**src/rtl/nvm_pkg.sv**
```systemverilog
// ----------------------------------------------------------------------------
// nvm_pkg
// Shared types and constants of the nearest value matcher: payload structs,
// cell links, control bundles and the sequencer states.
// ----------------------------------------------------------------------------
package nvm_pkg;

	localparam int POOL_DEPTH  = 1024;
	localparam int VALUE_W     = 31;
	localparam int TOTAL_W     = 20;
	localparam int GRP_SIZE    = 32;
	localparam int GRP_COUNT   = (POOL_DEPTH + GRP_SIZE - 1) / GRP_SIZE;
	localparam int PAD_DEPTH   = GRP_COUNT * GRP_SIZE;
	localparam int RECIP_W     = 32;
	localparam int PROD_W      = VALUE_W + RECIP_W;
	localparam int RECIP_SHIFT = 51;
	localparam int QUOT_W      = 12;
	localparam int RQ_W        = QUOT_W + TOTAL_W;

	localparam logic [TOTAL_W-1:0] TOTAL_MOD = 20'd1000000;
	// ceil(2**51 / 1000000), exact quotient for any 31-bit cost
	localparam logic [RECIP_W-1:0] RECIP     = 32'd2251799814;

	typedef logic [VALUE_W-1:0] value_t;
	typedef logic [TOTAL_W-1:0] total_t;

	typedef struct packed {
		logic   kind;
		value_t value;
	} arrival_t;

	typedef struct packed {
		logic   matched;
		value_t partner_value;
		value_t match_cost;
		total_t total_cost;
		logic   overflow;
	} result_t;

	typedef struct packed {
		logic   occ;
		logic   le;
		logic   ge;
		value_t value;
	} cell_link_t;

	typedef struct packed {
		logic scan;
		logic upd;
		logic insert;
		logic remove;
		logic pick_pre;
	} chain_ctrl_t;

	typedef struct packed {
		logic   empty;
		logic   full;
		logic   has_pre;
		logic   has_nxt;
		value_t pred;
		value_t succ;
	} chain_stat_t;

	typedef struct packed {
		logic mul;
		logic mq;
		logic add;
	} acc_ctrl_t;

	typedef enum logic [2:0] {
		ST_IDLE,
		ST_SCAN,
		ST_RED1,
		ST_RED2,
		ST_DEC,
		ST_UPD,
		ST_MUL,
		ST_RES
	} state_t;

endpackage

```
**src/rtl/nvm_accum.sv**
```systemverilog
// ----------------------------------------------------------------------------
// nvm_accum
// Running total of match costs modulo one million: cost is reduced through
// a reciprocal multiply and a back multiply, then added with one wrap.
// ----------------------------------------------------------------------------
module nvm_accum (
	input  logic               clk,
	input  logic               arst_n,
	input  nvm_pkg::acc_ctrl_t ctrl,
	input  nvm_pkg::value_t    cost,
	output nvm_pkg::total_t    total_next
);
	import nvm_pkg::*;

	logic [PROD_W-1:0] prod_s1;
	logic [RQ_W-1:0]   rq_s2;
	logic [QUOT_W-1:0] quot;
	total_t            rem;
	logic [TOTAL_W:0]  sum;
	total_t            total_q;

	assign quot = prod_s1[RECIP_SHIFT +: QUOT_W];
	assign rem  = cost[TOTAL_W-1:0] - rq_s2[TOTAL_W-1:0];
	assign sum  = {1'b0, total_q} + {1'b0, rem};

	always_comb begin
		if (sum >= {1'b0, TOTAL_MOD}) begin
			total_next = TOTAL_W'(sum - {1'b0, TOTAL_MOD});
		end else begin
			total_next = sum[TOTAL_W-1:0];
		end
	end

	always_ff @(posedge clk) begin
		if (ctrl.mul) begin
			prod_s1 <= PROD_W'(cost) * PROD_W'(RECIP);
		end
		if (ctrl.mq) begin
			rq_s2 <= RQ_W'(quot) * RQ_W'(TOTAL_MOD);
		end
	end

	always_ff @(posedge clk or negedge arst_n) begin
		if (!arst_n) begin
			total_q <= '0;
		end else if (ctrl.add) begin
			total_q <= total_next;
		end
	end

endmodule

```
**config.mk**
```make
export PLATFORM = sky130hd
export DESIGN_NAME = nvm_accum
export DESIGN_NICKNAME = d
export VERILOG_FILES = /design/src/rtl/nvm_pkg.sv /design/src/rtl/nvm_accum.sv
export SDC_FILE = /design/constraint.sdc
export NUM_CORES = 1
export LEC_CHECK = 0
export BUFFER_PORTS_ARGS = -buffer_cell sky130_fd_sc_hd__buf_4
export CAP_MARGIN = 20
export CORE_MARGIN = 2
export CORE_UTILIZATION = 40
export CTS_CLUSTER_SIZE = 24
export DETAILED_ROUTE_END_ITERATION = 10
export MAX_ROUTING_LAYER = met4
export SLEW_MARGIN = 20
export SYNTH_ARGS = -nofsm -noshare
export SYNTH_HDL_FRONTEND = slang
export SYNTH_SLANG_ARGS = --single-unit
```
**constraint.sdc**
```tcl
create_clock -name clk -period 5.9 [get_ports clk]
set_input_delay 0.885 -clock clk [delete_from_list [all_inputs] [get_ports clk]]
set_output_delay 0.885 -clock clk [all_outputs]
set_load 0.01 [all_outputs]
```
==> results.py, run 1 <==
metrics = {
    "synthesis": {
        "ys.flop_type": "edfxtp_1",
        "syn_nets": 2703,
        "synth.avg_cell_area_sq_um": 10.5,
        "async_flop_share_pct": 43.5,
        "yosys_register_bits": 46,
        "ys_seq_area_share_pct": 6.54,
        "synth_area_sq_um": 19600,
        "syn_inst": 1870,
        "yosysUniqueCellTypes": 77,
        "synth_edf_count": 26,
        "synth_warnings": 0,
    },
    "timing": {
        "fmax_ghz": 0.133,
        "setup_slack_ns": -1.62,
        "rsz0062_at_grt": "yes",
        "fin_skew_ns": 0.0137,
        "hold_viol": 0,
        "finalCriticalPeriod_ns": 7.52,
        "max_slew_margin_pct": 65.8,
        "setup_viol": 26,
        "slew_violations": 0,
        "tightest_slew_ns": 0.512,
        "fin_crit_sh_pct": 127,
    },
    "clock_tree": {
        "clock_latency_ns": 0.31,
        "cts_root_buffer": "clkbuf_16",
        "clock-sinks": 46,
        "cts_tree": "built",
        "h-tree-depth": 2,
        "clkTransAtPathRegs_ns": 0.08,
        "cts_inserted_buffers": 5,
        "cts_buffer_depth": 2,
    },
    "worst_setup_path": {
        "critPathRequiredTime_ns": 5.95,
        "crit_top_cell": "fa_1",
        "crit_buf_inv": 6,
        "critPathCaptureType": "flop",
        "path_delay_family": "adder cells",
        "crit_arrival_ns": 7.57,
        "crit_type": "in -> reg",
        "crit_fanout": 3,
        "critPathSlowestCell": "fa_1",
        "max_stage_delay_ns": 0.57,
        "start_kind": "primary input",
    },
    "outcome": {
        "status": "complete, but fails checks",
        "violations": "negative setup slack",
    },
    "floorplan": {
        "core_area_sq_um": 48600,
        "num_rows": 81,
        "start_util_pct": 40.2,
        "die_w_um": 225,
        "die_h_um": 225,
        "ios": 56,
        "dieArea_sq_um": 50700,
    },
    "route": {
        "wl_mm": 54.8,
        "ant_nets": 0,
        "vias": 14700,
        "wl_per_cell_um": 18.8,
        "first_pass_iters": 5,
        "first_iter_violations": 696,
        "drc": 0,
        "via_per_inst": 5.03,
    },
    "finish": {
        "final_net_count": 3130,
        "fin_util_pct": 50.5,
        "drive_gt1_share_pct": 26.7,
        "syn_to_final_growth_pct": 25.6,
    },
    "global_routing": {
        "grt_util_met3_pct": 2.76,
        "grt_max_degree": 25,
        "top_usage_layer": "met2",
        "grt_pass1_wl_mm": 87.6,
        "grt_use_met1_pct": 30.2,
        "grtUsageMet2_pct": 39.2,
        "grt_pass1_vias": 16200,
        "grt_use_total_pct": 23.4,
        "grt_overflow": 0,
        "antenna_found_initial": 1,
    },
    "placement": {
        "port_buffers": 55,
        "place.gp.congestion": 0.945,
        "hpwlAfterDp_mm": 49.2,
    },
    "min_path": {
        "hold_class": "in -> async",
    },
    "flow_run": {
        "cap_violations": 0,
    },
}
path summary, 6_finish.rpt:
path | from | endpoint | slack, ns | cells after the start
max in group asynchronous | arst_n | total_q[4]$_DFFE_PN0P_ | 5.19 | 1
min in group clk | total_q[2]$_DFFE_PN0P_ | total_q[2]$_DFFE_PN0P_ | 0.52 | 1
hold / removal | arst_n | total_q[12]$_DFFE_PN0P_ | 0.46 | 1
setup reg to reg | rq_s2[6]$_DFFE_PP_ | total_q[16]$_DFFE_PN0P_ | 0.85 | 26
hold reg to reg | total_q[2]$_DFFE_PN0P_ | total_q[2]$_DFFE_PN0P_ | 0.52 | 1
setup / recovery | cost[20] | prod_s1[62]$_DFFE_PP_ | -1.62 | 25
through the flow:
stage	std cells	TNS (ns)	area (sq um)	setup slack [ns]	hold slack, ns
finish	2921	-24.57	24600	-1.62	0.460
global route	2921	-30.18	24600	-1.82	0.472
CTS	2898	-23.67	24000	-1.61	0.465
detailed placement	2870	-29.96	23400	-2.16	0.503
global placement	2870	-28.85	23400	-2.12	0.495
floorplan	1870	-12.71	19700	-1.52	0.458
state kept, by name, indices dropped and copies added (netlist names):
name,cells
total_q,20
rq_s2,14
prod_s1,12
per-layer routing:
| layer | routed length (um) | vias to the layer above | share of wire [%] |
|---|---|---|---|
| li1 | - | 6946 | - |
| met3 | 2180 | 71 | 4.0 |
| met5 | 0 | - | 0 |
| met1 | 24000 | 7425 | 44 |
| met4 | 1460 | 0 | 2.7 |
| met2 | 27200 | 248 | 50 |
logic make-up after synthesis:
family | Yosys count | share of synthesized area [%]
AOI/OAI and AO/OA | 232 | 8.54
xor gates and xnor gates | 81 | 3.66
adders and majority gates | 797 | 65.0
buffers and inverters | 501 | 9.71
DFF | 46 | 6.54
muxes | 19 | 1.07
and+or+nand+nor | 194 | 5.46
cells in the final DEF (no fill, tap or decap), types with 14 or more instances in the layout:
cell / count
buf_6: 21
o21ai_0: 19
a21o_1: 35
edfxtp_1: 26
inv_1: 473
dfrtp_1: 20
mux2_2: 15
xnor2_1: 32
a21oi_1: 41
ha_1: 415
nor2_1: 34
buf_4: 399
or2_2: 14
nand2_1: 24
xor2_1: 33
fa_1: 357
synthesized netlist by cell type, drive strengths merged, types with 3 or more instances:
| master | count | share of area [%] |
|---|---|---|
| nand2 | 28 | 0.54 |
| nor4 | 5 | 0.16 |
| a21oi | 57 | 1.5 |
| or2 | 16 | 0.51 |
| o2111ai | 3 | 0.22 |
| o21ai | 34 | 0.87 |
| o21a | 10 | 0.38 |
| o211ai | 8 | 0.31 |
| nor3 | 12 | 0.36 |
| xor2 | 36 | 1.6 |
| fa | 367 | 38 |
| nor2b | 12 | 0.42 |
| or3 | 11 | 0.35 |
| a31oi | 8 | 0.29 |
| a2111oi | 7 | 0.35 |
| and2 | 11 | 0.35 |
| buf | 6 | 0.22 |
| mux2 | 15 | 0.86 |
| o22ai | 4 | 0.16 |
| a211oi | 10 | 0.41 |
| dfrtp | 20 | 2.6 |
| nand3 | 12 | 0.31 |
| a22oi | 9 | 0.35 |
| nor2 | 42 | 0.82 |
| o41ai | 4 | 0.27 |
| o311ai | 3 | 0.17 |
| mux2i | 4 | 0.20 |
| a2111o | 4 | 0.23 |
| clkbuf | 3 | 0.058 |
| and3 | 12 | 0.38 |
| inv | 491 | 9.4 |
| a221oi | 5 | 0.22 |
| edfxtp | 26 | 4.0 |
| o21bai | 4 | 0.15 |
| ha | 430 | 27 |
| nand2b | 8 | 0.26 |
| nand4 | 13 | 0.42 |
| xnor2 | 45 | 2.1 |
| a21o | 36 | 1.4 |
| a211o | 4 | 0.18 |
| o211a | 3 | 0.15 |
| and4 | 6 | 0.27 |
layout make-up:
class / count / area [sq um]
Timing Repair Buffer: 429 / 3390
Antenna cell: 1 / 2.50
Sequential cell: 46 / 1280
Multi-Input combinational cell: 1323 / 17100
Fill cell: 4415 / 24100
Clock buffer: 6 / 129
Inverter: 492 / 1880
Clock inverter: 2 / 37.5
Tap cell: 622 / 778
what timing repair did:
action / in CTS / in global routing
hold buffers: 0 / 0
setup buffers: 22 / 28
setup endpoints to repair: 26 / 27
gates resized for setup: 84 / 86
pin swaps: 41 / 88
Power of run 1 is left out: the tool's default activity adds up to more than one toggle a clock period on the data nets, which glitch-free logic cannot reach.
==> inputs of run 2 (changes only) <==
- clock period: 5.9 -> 8 ns (I/O delays scaled with it)
==> results.py, run 2 (synthesized netlist as in run 1, its figures left out) <==
metrics = {
    "outcome": {
        "status": "finished, final reports clean",
    },
    "timing": {
        "tns_ns": 0,
        "finalCriticalPeriod_ns": 7.87,
        "setup_viol": 0,
        "rsz0062_at_grt": "yes",
        "fmax_ghz": 0.127,
        "slew_violations": 0,
        "tightest_slew_ns": 0.795,
        "fin_skew_ns": 0.0121,
        "hold_viol": 0,
        "whs_ns": 0.522,
        "max_slew_margin_pct": 46.3,
        "fin_crit_sh_pct": 98.4,
    },
    "floorplan": {
        "num_rows": 81,
        "die_h_um": 225,
        "die_w_um": 225,
        "core_area_sq_um": 48600,
        "start_util_pct": 40.2,
        "ios": 56,
        "dieArea_sq_um": 50700,
    },
    "finish": {
        "final_common_cell": "inv_1",
        "nFillCells": 4588,
        "top_regs": "total_q (20), rq_s2 (14), prod_s1 (12)",
        "multi_input_area_sq_um": 16600,
        "final_net_count": 2975,
        "drive_gt1_share_pct": 17.7,
        "final_cell_mix": "480 x inv_1, 422 x ha_1, 355 x fa_1",
        "seq_area_sq_um": 1280,
        "stdcell_count": 2765,
        "largest_reg_flops": 20,
        "antenna_cells": 0,
        "syn_to_final_growth_pct": 16.3,
        "top_register": "total_q",
    },
    "clock_tree": {
        "clkTransAtPathRegs_ns": 0.08,
        "cts_hold_buf": 0,
        "cts_root_buffer": "clkbuf_16",
        "cts_inserted_buffers": 5,
        "cts_tree": "built",
        "clock_latency_ns": 0.30,
        "clock-sinks": 46,
        "cts_buffer_depth": 2,
        "h-tree-depth": 2,
    },
    "placement": {
        "place.gp.congestion": 0.967,
        "hpwlAfterDp_mm": 47.7,
        "placed_cells": 2750,
        "port_buffers": 55,
    },
    "worst_setup_path": {
        "r2r_end": "total_q[18]$_DFFE_PN0P_",
        "max_stage_delay_ns": 0.58,
        "path_delay_family": "adder cells",
        "start_kind": "primary input",
        "critPathSlowestCell": "fa_1",
        "crit_fanout": 4,
        "crit_start": "cost[18]",
        "crit_buf_inv": 6,
        "rr_startpoint": "rq_s2[6]$_DFFE_PP_",
        "critPathCaptureType": "flop",
        "ff2ff_setup_slack_ns": 2.65,
        "crit_path_end": "prod_s1[61]$_DFFE_PP_",
        "crit_type": "in -> reg",
        "reg2regPathDepth": 22,
        "crit_arrival_ns": 7.92,
        "crit_cells": 25,
        "critPathRequiredTime_ns": 8.05,
        "crit_top_cell": "fa_1",
    },
    "min_path": {
        "hold_depth": 1,
        "hold_class": "reg -> reg",
    },
    "global_routing": {
        "grt_pass1_vias": 15500,
        "antenna_found_initial": 0,
        "grt_overflow": 0,
        "grt_pass1_wl_mm": 84.9,
        "grt_use_total_pct": 22.7,
        "grt_max_degree": 25,
    },
    "route": {
        "drc": 0,
        "wl_per_cell_um": 18.9,
        "ant_nets": 0,
        "first_pass_iters": 5,
        "wl_mm": 52.3,
        "via_per_inst": 5.04,
        "first_iter_violations": 672,
        "vias": 13900,
    },
    "flow_run": {
        "cap_violations": 0,
    },
}
run 2: metrics by stage:
step | area (sq um) | util (%) | worst slack, ns
after detailed placement | 22300 | 45.9 | -0.682
final | 22800 | 46.8 | 0.132
after global routing | 22800 | 46.8 | -0.0693
after floorplan | 19600 | - | 0.122
after global placement | 22300 | 45.9 | -0.656
after CTS | 22500 | 46.3 | 0.00504
run 2: metal layers:
layer	global-route usage, %	vias up	routed length, um
li1	-	6626	-
met1	30.1	6999	23600
met2	37.3	243	25200
met3	2.59	63	2060
met4	5.62	0	1510
met5	-	-	0
run 2: worst register-to-register path, stage by stage (launching register included):
cell and delay [ns]:
edfxtp_1 0.38, ha_1 0.17, inv_1 0.05, fa_1 0.39, a21o_1 0.19, a21oi_1 0.23
o21ai_0 0.12, a21oi_1 0.24, nor2b_1 0.08, o21a_1 0.18, nor2_1 0.11, xnor2_1 0.16
ha_2 0.35, and2_1 0.18, a221o_1 0.35, a32oi_1 0.20, o211ai_1 0.15, xnor2_1 0.20
or2_2 0.38, a2111o_1 0.38, a211o_1 0.33, xnor2_2 0.14, mux2_2 0.27
run 2: cell type report:
type	instances	share of cell area, %
Multi-Input combinational cell	1323	73.0
Timing Repair Buffer	274	9.11
Inverter	492	8.23
Sequential cell	46	5.63
Tap cell	622	3.42
Clock buffer	5	0.550
Clock inverter	3	0.110
run 2: repair_timing:
action                     CTS  global route
pin swaps                    5            12
resized for setup           14            44
setup buffers                2             5
setup endpoints to repair    5             9
run 2: how the worst min path moves through the flow:
stage | slack, ns | end | from
after floorplan | 0.46 | total_q[9]$_DFFE_PN0P_ | total_q[9]$_DFFE_PN0P_
after global placement | 0.49 | total_q[2]$_DFFE_PN0P_ | total_q[2]$_DFFE_PN0P_
after detailed placement | 0.50 | total_q[2]$_DFFE_PN0P_ | total_q[2]$_DFFE_PN0P_
after CTS | 0.52 | total_q[2]$_DFFE_PN0P_ | total_q[2]$_DFFE_PN0P_
after global routing | 0.53 | total_q[2]$_DFFE_PN0P_ | total_q[2]$_DFFE_PN0P_
final | 0.52 | total_q[5]$_DFFE_PN0P_ | total_q[5]$_DFFE_PN0P_
Power of run 2 is left out for the same reason.
==> inputs of run 3 (changes only) <==
- ABC_AREA: unset -> 1
- clock period: 8 -> 7.7 ns (I/O delays scaled with it)
==> results.py, run 3 <==
metrics = {
    "outcome": {
        "status": "finished, final reports clean",
    },
    "timing": {
        "fin_crit_sh_pct": 96.7,
        "hold_viol": 0,
        "fin_skew_ns": 0.0142,
        "finalCriticalPeriod_ns": 7.44,
        "rsz0062_at_grt": "no",
        "max_slew_margin_pct": 50.0,
        "slew_violations": 0,
        "whs_ns": 0.492,
        "fmax_ghz": 0.134,
        "setup_slack_ns": 0.256,
        "setup_viol": 0,
        "tightest_slew_ns": 0.748,
    },
    "worst_setup_path": {
        "ff2ff_setup_slack_ns": 3.17,
        "crit_top_cell": "fa_1",
        "critPathRequiredTime_ns": 7.77,
        "critPathSlowestCell": "fa_1",
        "max_stage_delay_ns": 0.59,
        "crit_type": "in -> reg",
        "rr_startpoint": "rq_s2[8]$_DFFE_PP_",
        "reg2regPathDepth": 27,
        "crit_fanout": 9,
        "start_kind": "primary input",
        "cp_cell_sequence": "buf_4, inv_1, fa_1, fa_1, fa_1, fa_1, inv_1, fa_1, fa_1, fa_1, inv_1, fa_1, inv_1, ha_1, a21o_1, a21boi_0, o21ai_0, a221oi_1, nand2_1, nand2_1, nand2_1",
        "critPathCaptureType": "flop",
        "r2r_end": "total_q[9]$_DFFE_PN0P_",
        "crit_arrival_ns": 7.51,
    },
    "route": {
        "first_pass_iters": 5,
        "via_per_inst": 5.01,
        "wl_per_cell_um": 19.0,
        "drc": 0,
        "vias": 15900,
        "wl_mm": 60.3,
        "ant_nets": 0,
        "first_iter_violations": 880,
    },
    "synthesis": {
        "synth_top_area_share_pct": 34.9,
        "yosysMostFrequentCell": "inv_1",
        "synth.avg_cell_area_sq_um": 8.79,
        "synth_top_family_by_area": "adder cells",
        "syn_inst": 2398,
        "yosysUniqueCellTypes": 47,
        "async_flop_share_pct": 43.5,
        "ys.flop_type": "edfxtp_1",
        "synth_area_leaders": "fa_1 35%, ha_1 26%, inv_1 11%",
        "synth_edf_count": 26,
        "synth_common_cells": "626 x inv_1, 430 x ha_1, 367 x fa_1",
        "yosys.area.top_type": "fa_1",
        "synth_area_sq_um": 21100,
        "yosys_register_bits": 46,
        "synthMuxAreaShare_pct": 0,
        "syn_nets": 3231,
        "synth_compound_area_share_pct": 5.73,
        "synthAdderAreaFrac_pct": 60.4,
        "synth-simple-area-share_pct": 13.2,
        "synth_warnings": 0,
        "ys_seq_area_share_pct": 6.08,
        "synth-xor-area-share_pct": 3.03,
    },
    "finish": {
        "final_common_cell": "inv_1",
        "final_net_count": 3317,
        "final_cell_mix": "626 x inv_1, 430 x ha_1, 367 x fa_1",
        "syn_to_final_growth_pct": 7.58,
        "top_regs": "total_q (20), rq_s2 (14), prod_s1 (12)",
        "stdcell_count": 3174,
        "fin_util_pct": 43.3,
        "multi_input_area_sq_um": 17400,
        "nFillCells": 5233,
        "drive_gt1_share_pct": 6.80,
        "seq_area_sq_um": 1280,
        "top_register": "total_q",
        "largest_reg_flops": 20,
    },
    "floorplan": {
        "num_rows": 84,
        "ios": 56,
        "start_util_pct": 40.3,
        "dieArea_sq_um": 54500,
        "core_area_sq_um": 52300,
        "die_w_um": 234,
        "die_h_um": 234,
    },
    "placement": {
        "place.gp.congestion": 0.961,
        "port_buffers": 55,
        "place_ws_ns": -0.0413,
        "placed_cells": 3165,
        "hpwlAfterDp_mm": 54.9,
    },
    "global_routing": {
        "antenna_found_initial": 1,
        "grt_pass1_wl_mm": 96.4,
        "grt_max_degree": 24,
        "grt_pass1_vias": 17200,
        "grt_use_total_pct": 24.1,
        "grt_overflow": 0,
    },
    "min_path": {
        "hold_depth": 2,
        "hold_path_startpoint": "total_q[11]$_DFFE_PN0P_",
        "min_delay_worst_endpoint": "total_q[11]$_DFFE_PN0P_",
        "hold_class": "reg -> reg",
    },
    "clock_tree": {
        "cts_root_buffer": "clkbuf_16",
        "cts_hold_buf": 0,
        "clkTransAtPathRegs_ns": 0.08,
        "clock-sinks": 46,
        "cts_tree": "built",
        "cts_inserted_buffers": 5,
        "clock_latency_ns": 0.31,
        "h-tree-depth": 2,
        "cts_buffer_depth": 2,
    },
    "flow_run": {
        "cap_violations": 0,
    },
}
==> run 3: changes by cell type in the layout (fill, tap and decap cells not counted), moves of 15 or more <==
cell     delta
xor2_1     +20
o21ai_0    +32
nand2_1   +335
a21oi_1    +52
nand3_1    +57
inv_1     +146
a21o_1     -29
nor2_1     +50
nand2_2    +25
nand3_2    +17
xnor2_1    -27
mux2_2     -15
buf_4     -185
==> run 3: worst max-delay path by stage <==
stage	start	to	slack, ns	cells past startpoint
after global placement	cost[10]	prod_s1[61]$_DFFE_PP_	0.03	23
after floorplan	cost[19]	prod_s1[62]$_DFFE_PP_	0.82	23
after CTS	cost[14]	prod_s1[58]$_DFFE_PP_	0.26	21
after detailed placement	cost[10]	prod_s1[61]$_DFFE_PP_	-0.04	23
after global routing	cost[14]	prod_s1[58]$_DFFE_PP_	0.02	22
final	cost[14]	prod_s1[58]$_DFFE_PP_	0.26	21
==> run 3: repair_timing <==
item,in CTS,in global routing
setup buffers,0,0
endpoints found under the setup margin,0,1
gates resized for setup,0,1
==> run 3: logic make-up after synthesis <==
family / count (synthesis)
simple gates: 624
xor+xnor: 73
buf+inv: 642
fa+ha+maj: 797
flops: 46
compound gates: 216
==> run 3: layout make-up <==
cell class | instances | share of cell area, %
Inverter | 634 | 10.5
Tap cell | 688 | 3.80
Clock buffer | 5 | 0.552
Antenna cell | 1 | 0.0110
Sequential cell | 46 | 5.65
Multi-Input combinational cell | 1710 | 76.5
Clock inverter | 3 | 0.0938
Timing Repair Buffer | 87 | 2.88
==> run 3: worst max-delay path, delay by kind of cell <==
kind	cells	cell delay [ns]
AO/OA/AOI/OAI	4	1.08
adder cells (fa/ha/maj)	9	4.47
buffers and inverters	5	0.59
AND/OR/NAND/NOR	3	0.20
==> run 3: per-stage QoR <==
stage | area, sq um | setup TNS, ns
floorplan | 21100 | 0
global placement | 22500 | 0
detailed placement | 22500 | -0.0826
CTS | 22700 | 0
global route | 22700 | 0
finish | 22700 | 0
==> run 3: metal layers <==
layer  part of all wire, %  global-route usage (%)  vias to the layer above
met1                    47                    32.7                     7856
met4                   2.5                    5.34                        0
met3                   4.1                    2.16                       75
li1                      -                       -                     7608
met2                    47                    39.1                      356
met5                     0                       -                        -
Power of run 3 is left out for the same reason.
